--- config.mk ---
export PLATFORM = sky130hd
export DESIGN_NAME = rmp_marker
export DESIGN_NICKNAME = d
export VERILOG_FILES = /design/src/hw/rtl/rmp_pkg.sv /design/src/hw/rtl/rmp_marker.sv
export SDC_FILE = /design/constraint.sdc
export NUM_CORES = 1
export LEC_CHECK = 0
export ABC_AREA = 1
export ABC_CLOCK_PERIOD_IN_PS = 5900
export BUFFER_PORTS_ARGS = -buffer_cell sky130_fd_sc_hd__clkbuf_2
export CAP_MARGIN = 20
export CORE_ASPECT_RATIO = 0.75
export CORE_MARGIN = 4
export CORE_UTILIZATION = 45
export CTS_CLUSTER_SIZE = 16
export DETAILED_ROUTE_END_ITERATION = 8
export PLACE_DENSITY = 0.7
export SETUP_SLACK_MARGIN = 0.1
export SLEW_MARGIN = 30
export SYNTH_ARGS = -nofsm -noshare
export SYNTH_HDL_FRONTEND = slang
export SYNTH_SLANG_ARGS = --single-unit
--- constraint.sdc ---
create_clock -name clock -period 5.9 [get_ports clock]
set_clock_uncertainty 0.1 [all_clocks]
set_input_delay 0.295 -clock clock [delete_from_list [all_inputs] [get_ports clock]]
set_output_delay 0.295 -clock clock [all_outputs]
set_load 0.03 [all_outputs]
--- src/hw/rtl/rmp_pkg.sv ---
package rmp_pkg;

   // Frame geometry and pixel width
   localparam int MAX_ROWS   = 64;
   localparam int MAX_COLS   = 64;
   localparam int VALUE_BITS = 16;

   localparam int DEPTH  = MAX_ROWS * MAX_COLS;
   localparam int ADDR_W = (DEPTH > 1) ? $clog2(DEPTH) : 1;
   localparam int CNT_W  = $clog2(DEPTH + 1);
   localparam int ROW_W  = (MAX_ROWS > 1) ? $clog2(MAX_ROWS) : 1;
   localparam int COL_W  = (MAX_COLS > 1) ? $clog2(MAX_COLS) : 1;
   localparam int ROWN_W = $clog2(MAX_ROWS + 1);
   localparam int COLN_W = $clog2(MAX_COLS + 1);

   // Fixed field and register widths
   localparam int PIX_IN_W = 16;
   localparam int SIZE_W   = 7;
   localparam int CSR_AW   = 4;
   localparam int CSR_DW   = 32;

   // Register indexes
   localparam logic [1:0] REG_ROWS   = 2'd0;
   localparam logic [1:0] REG_COLS   = 2'd1;
   localparam logic [1:0] REG_SIGNED = 2'd2;

   // Request operations
   localparam logic OP_LOAD  = 1'b0;
   localparam logic OP_FETCH = 1'b1;

   // Pixel labels
   typedef enum logic [1:0] {
      LBL_NOT   = 2'd0,
      LBL_MAYBE = 2'd1,
      LBL_MAX   = 2'd2
   } label_type;

   typedef logic [VALUE_BITS-1:0] pixel_type;

   // Control between top level and marking sequencer
   typedef struct packed {
      logic              start;
      logic [ROWN_W-1:0] rows;
      logic [COLN_W-1:0] cols;
      logic              signed_values;
   } mark_ctl_type;

   typedef struct packed {
      logic busy;
      logic done;
   } mark_sts_type;

   // Unsigned key that orders like the selected signedness
   function automatic pixel_type order_key(input pixel_type v, input logic is_signed);
      pixel_type k;
      k = v;
      if (is_signed) begin
         k[VALUE_BITS-1] = ~v[VALUE_BITS-1];
      end
      return k;
   endfunction

   function automatic logic [ROWN_W-1:0] clamp_rows(input logic [SIZE_W-1:0] n);
      logic [ROWN_W-1:0] r;
      if (n == '0) begin
         r = ROWN_W'(1);
      end else if (32'(n) > MAX_ROWS) begin
         r = ROWN_W'(MAX_ROWS);
      end else begin
         r = ROWN_W'(n);
      end
      return r;
   endfunction

   function automatic logic [COLN_W-1:0] clamp_cols(input logic [SIZE_W-1:0] n);
      logic [COLN_W-1:0] r;
      if (n == '0) begin
         r = COLN_W'(1);
      end else if (32'(n) > MAX_COLS) begin
         r = COLN_W'(MAX_COLS);
      end else begin
         r = COLN_W'(n);
      end
      return r;
   endfunction

   // Neighbor offsets, index 0..7 clockwise from upper left
   function automatic logic signed [1:0] nbr_dr(input logic [2:0] k);
      logic signed [1:0] d;
      case (k)
         3'd0, 3'd1, 3'd2: d = -2'sd1;
         3'd3, 3'd7:       d = 2'sd0;
         default:          d = 2'sd1;
      endcase
      return d;
   endfunction

   function automatic logic signed [1:0] nbr_dc(input logic [2:0] k);
      logic signed [1:0] d;
      case (k)
         3'd0, 3'd7, 3'd6: d = -2'sd1;
         3'd1, 3'd5:       d = 2'sd0;
         default:          d = 2'sd1;
      endcase
      return d;
   endfunction

endpackage

--- src/hw/rtl/rmp_marker.sv ---
module rmp_marker (
   input  logic                          clock,
   input  logic                          reset,
   input  rmp_pkg::mark_ctl_type         ctl,
   output rmp_pkg::mark_sts_type         sts,
   output logic [rmp_pkg::ADDR_W-1:0]    rd_addr,
   input  rmp_pkg::pixel_type            pix_rdata,
   input  logic [1:0]                    lbl_rdata,
   output logic                          lbl_we,
   output logic [rmp_pkg::ADDR_W-1:0]    lbl_waddr,
   output logic [1:0]                    lbl_wdata
);
   import rmp_pkg::*;

   typedef enum logic [1:0] {M_IDLE, M_INIT, M_RELAX} state_type;

   // Each pixel takes ten steps: center read, eight neighbor reads, last compare
   localparam logic [3:0] STEP_LAST = 4'd9;

   state_type         state_ff, state_in;
   logic [ROW_W-1:0]  row_ff, row_in;
   logic [COL_W-1:0]  col_ff, col_in;
   logic [3:0]        step_ff, step_in;
   logic              inb_ff, inb_in;
   pixel_type         me_ff, me_in;
   logic              gt_ff, gt_in, eq_ff, eq_in, drop_ff, drop_in;
   logic              maybe_ff, maybe_in;
   logic              changed_ff, changed_in;
   logic              done_ff, done_in;
   logic [ROWN_W-1:0] rows_ff;
   logic [COLN_W-1:0] cols_ff;
   logic              sgn_ff;

   logic signed [ROW_W+1:0] nr;
   logic signed [COL_W+1:0] nc;
   logic [2:0]              nk;
   logic                    inb_req;
   pixel_type               key;
   logic                    hit_gt, hit_eq, hit_drop;
   logic                    last_col, last_row;
   logic [ADDR_W-1:0]       cur_addr;

   // Address of the step's read: center on step 0, neighbor otherwise
   always_comb begin
      nk = 3'(step_ff - 4'd1);
      if (step_ff == '0) begin
         nr = (ROW_W+2)'(row_ff);
         nc = (COL_W+2)'(col_ff);
      end else begin
         nr = $signed((ROW_W+2)'(row_ff)) + (ROW_W+2)'(nbr_dr(nk));
         nc = $signed((COL_W+2)'(col_ff)) + (COL_W+2)'(nbr_dc(nk));
      end
      inb_req = (nr >= 0) && (nc >= 0) &&
                (nr < $signed((ROW_W+2)'(rows_ff))) && (nc < $signed((COL_W+2)'(cols_ff)));
      rd_addr  = ADDR_W'(nr[ROW_W-1:0] * cols_ff + (ADDR_W)'(nc[COL_W-1:0]));
      cur_addr = ADDR_W'(row_ff * cols_ff + (ADDR_W)'(col_ff));
   end

   // Compare the returned neighbor against the center
   always_comb begin
      key      = order_key(pix_rdata, sgn_ff);
      hit_gt   = inb_ff && (step_ff >= 4'd2) && (key > me_ff);
      hit_eq   = inb_ff && (step_ff >= 4'd2) && (key == me_ff);
      hit_drop = hit_eq && (lbl_rdata == LBL_NOT);
      last_col = (COLN_W'(col_ff) == cols_ff - COLN_W'(1));
      last_row = (ROWN_W'(row_ff) == rows_ff - ROWN_W'(1));
   end

   always_comb begin
      state_in   = state_ff;
      row_in     = row_ff;
      col_in     = col_ff;
      step_in    = step_ff;
      inb_in     = inb_req;
      me_in      = me_ff;
      gt_in      = gt_ff | hit_gt;
      eq_in      = eq_ff | hit_eq;
      drop_in    = drop_ff | hit_drop;
      maybe_in   = maybe_ff;
      changed_in = changed_ff;
      done_in    = 1'b0;
      lbl_we     = 1'b0;
      lbl_waddr  = cur_addr;
      lbl_wdata  = LBL_NOT;

      if (step_ff == 4'd1) begin
         me_in    = key;
         maybe_in = (lbl_rdata == LBL_MAYBE);
         gt_in    = 1'b0;
         eq_in    = 1'b0;
         drop_in  = 1'b0;
      end

      unique case (state_ff)
         M_IDLE: begin
            if (ctl.start) begin
               state_in   = M_INIT;
               row_in     = '0;
               col_in     = '0;
               step_in    = '0;
               changed_in = 1'b0;
            end
         end
         M_INIT, M_RELAX: begin
            step_in = step_ff + 4'd1;
            if (step_ff == STEP_LAST) begin
               step_in = '0;
               // Label write-back for this pixel
               if (state_ff == M_INIT) begin
                  lbl_we    = 1'b1;
                  lbl_wdata = gt_in ? LBL_NOT : (eq_in ? LBL_MAYBE : LBL_MAX);
               end else if (maybe_ff && drop_in) begin
                  lbl_we     = 1'b1;
                  lbl_wdata  = LBL_NOT;
                  changed_in = 1'b1;
               end
               // Raster advance and pass control
               if (!last_col) begin
                  col_in = col_ff + COL_W'(1);
               end else begin
                  col_in = '0;
                  row_in = row_ff + ROW_W'(1);
                  if (last_row) begin
                     row_in = '0;
                     if (state_ff == M_INIT || changed_in) begin
                        state_in = M_RELAX;
                     end else begin
                        state_in = M_IDLE;
                        done_in  = 1'b1;
                     end
                     changed_in = 1'b0;
                  end
               end
            end
         end
         default: state_in = M_IDLE;
      endcase
   end

   always_ff @(posedge clock) begin
      if (reset) begin
         state_ff   <= M_IDLE;
         step_ff    <= '0;
         done_ff    <= 1'b0;
         changed_ff <= 1'b0;
      end else begin
         state_ff   <= state_in;
         step_ff    <= step_in;
         done_ff    <= done_in;
         changed_ff <= changed_in;
      end
      row_ff   <= row_in;
      col_ff   <= col_in;
      inb_ff   <= inb_in;
      me_ff    <= me_in;
      gt_ff    <= gt_in;
      eq_ff    <= eq_in;
      drop_ff  <= drop_in;
      maybe_ff <= maybe_in;
      if (ctl.start) begin
         rows_ff <= ctl.rows;
         cols_ff <= ctl.cols;
         sgn_ff  <= ctl.signed_values;
      end
   end

   assign sts.busy = (state_ff != M_IDLE);
   assign sts.done = done_ff;

endmodule

==> impl_metrics.ini <==
[synth]
synth-warning-count = 0
netlist-cell-type-count = 41
synthesis.area_sq_um = 7010
ys_seq_area_share_pct = 22.3
synth_nets = 1084
ys_ff_latch = 56
syn_inst = 896
avgSynthCellArea_sq_um = 7.82

[sta]
finalSetupViolations = 0
layout_setup_ws_ns = 0.290
tns_ns = 0
rsz0062_at_grt = true
tightest_slew_ns = 0.671
slew_viol_final = 0
fin_crit_ns = 5.61
finalCritPeriodShare_pct = 95.1
hold_viol = 0
timing.fmax_mhz = 178
slew_headroom_pct = 55.2

[critical_path]
cp-end-kind = output pin
start_kind = flop
arrival_ns = 5.22
worstPathMaxFanout = 6
max_stage_delay_ns = 0.59
crit_slowest_cell = fa_1
rr_worst_depth = 18
cp_data_required_time_ns = 5.51
regToRegSetupSlack_ns = 2.62
path_class = flop to output pin

[place]
port_buffers = 64
place_inst = 1161
pre_cts_slack_ns = 0.0420
hpwl_mm = 12.7
dpl_cell_area_sq_um = 7590
place.gp.congestion = 0.951

[global_routing]
grt_usage_pct = 17.8
grt_pass1_wl_mm = 26.2
overflow = 0
grt_max_degree = 21
grt_pass1_vias = 5530
antenna_found_initial = 0

[run]
drv_cap = 0

[route]
viasPerCell = 4.99
drtAntennaViolNets = 0
avgRoutedWirePerCell_um = 13.3
drc = 0
drt_iter0_drc = 423
wl_mm = 15.8
vias = 5901
dr.pass1.iters = 5

[floorplanning]
coreArea_sq_um = 15300
die_h_um = 116
initial_core_util_pct = 45.9
rows = 39
die_area_sq_um = 17700
fp.dieW_um = 152
num_io_pins = 65

[finish]
layout.nets = 1164
final_area_sq_um = 8120
drive_gt1_share_pct = 19.0
syn_to_final_growth_pct = 15.9
final_cells = 1182
num_antenna_cells = 0

[clock_network]
cts_buffers = 5
cts_max_level = 2
cts_tree = yes
root_buffer = clkbuf_16
clk_latency_ns = 0.29
clkTransAtPathRegs_ns = 0.07
cts.path.max_buffers = 2
cts_sinks = 56

[min_path]
holdCritPathClass = input port to flop
whs_path_depth = 1

[outcome]
outcome = completed
flip-flops by register name, indices dropped and copies added (netlist names):
signal and cells:
state_ff 2, inb_ff 1, row_ff 6, eq_ff 1
changed_ff 1, rows_ff 7, sgn_ff 1, drop_ff 1
maybe_ff 1, me_ff 16, cols_ff 7, done_ff 1
gt_ff 1, col_ff 6, step_ff 4
logic make-up after synthesis:
group / Yosys count / share of synthesized area [%]
and+or+nand+nor: 358 / 22.1
buffers and inverters: 194 / 11.0
adders and majority gates: 152 / 32.2
AOI/OAI and AO/OA: 99 / 7.87
DFF: 56 / 22.3
xor gates and xnor gates: 37 / 4.62
cell type report:
cell class	instances	area (sq um)
repair buffers	90	536
fillers	1407	7150
inverters	177	684
clock inverters	3	22.5
flip-flops and latches	56	1570
clock buffers	5	125
multi-input cells	646	4930
well taps	205	256
final timing paths:
check / from / end
setup / recovery: step_ff[1]$_SDFFE_PP0P_ / rd_addr[10]
hold / removal: ctl[0] / sgn_ff$_DFFE_PP_
setup reg to reg: step_ff[1]$_SDFFE_PP0P_ / inb_ff$_DFF_P_
hold reg to reg: drop_ff$_DFF_P_ / drop_ff$_DFF_P_
per-layer routing:
metal	wire, um	vias to the layer above	global-route usage (%)
met5	0	-	0
met4	211	0	3.41
met3	881	18	2.22
met2	6650	155	28.0
met1	8010	2717	26.6
li1	-	3011	-
per-stage QoR:
| stage | hold WS (ns) | util [%] |
|---|---|---|
| 6_report | 0.0695 | 53.2 |
| 5_1_grt | 0.0699 | 53.2 |
| 4_1_cts | 0.0641 | 51.3 |
| 3_5_place_dp | 0.357 | 49.7 |
| 3_3_place_gp | 0.349 | 49.7 |
| 2_1_floorplan | 0.264 | - |
timing repair:
action	CTS	global route
endpoints found under the setup margin	6	6
pin swaps	1	34
setup buffers	3	10
hold buffers	0	0
resized for setup	18	55
critical path: cells and delay by family, from the launching register on:
family                     cells  cell delay [ns]
AOI/OAI and AO/OA              4             0.71
xor gates and xnor gates       1             0.18
adders and majority gates      6             2.22
buffers and inverters          8             0.64
DFF                            1             0.38
and+or+nand+nor                9             0.77
cell usage in the layout, fill, tap and decap left out, drive strengths merged:
cell type	instances
a211oi	1
xnor2	9
o2111ai	3
nor3	6
a221oi	1
ha	105
o21bai	2
a31oi	5
nand4	11
edfxtp	44
xor2	28
fa	47
dfxtp	12
nor2	99
buf	31
a21oi	50
o211ai	1
or2	5
clkbuf	64
a21o	2
nand3	42
o21ai	33
nand3b	4
nand2	188
and3	2
nor3b	1
a41o	1
clkinv	3
inv	177
Yosys cell counts, drive strengths merged:
| master | count | area [sq um] |
|---|---|---|
| a21o | 2 | 15.0 |
| nand3 | 42 | 240 |
| dfxtp | 12 | 240 |
| o2111ai | 3 | 26.3 |
| xnor2 | 9 | 78.8 |
| o21bai | 2 | 15.0 |
| edfxtp | 44 | 1320 |
| nand2 | 188 | 723 |
| inv | 176 | 673 |
| nand3b | 4 | 30.0 |
| a41o | 1 | 10.0 |
| ha | 105 | 1310 |
| a21oi | 50 | 250 |
| buf | 12 | 72.6 |
| nor3b | 1 | 7.51 |
| and3 | 2 | 12.5 |
| fa | 47 | 941 |
| a211oi | 1 | 7.51 |
| o211ai | 1 | 7.51 |
| a31oi | 5 | 31.3 |
| clkinv | 1 | 3.75 |
| o21ai | 33 | 180 |
| xor2 | 28 | 245 |
| clkbuf | 5 | 18.8 |
| nor3 | 6 | 30.0 |
| or2 | 5 | 31.3 |
| nor2 | 99 | 407 |
| a221oi | 1 | 8.76 |
| nand4 | 11 | 68.8 |
Power is left out: the tool's default activity adds up to more than one toggle a clock period on the data nets, which glitch-free logic cannot reach.
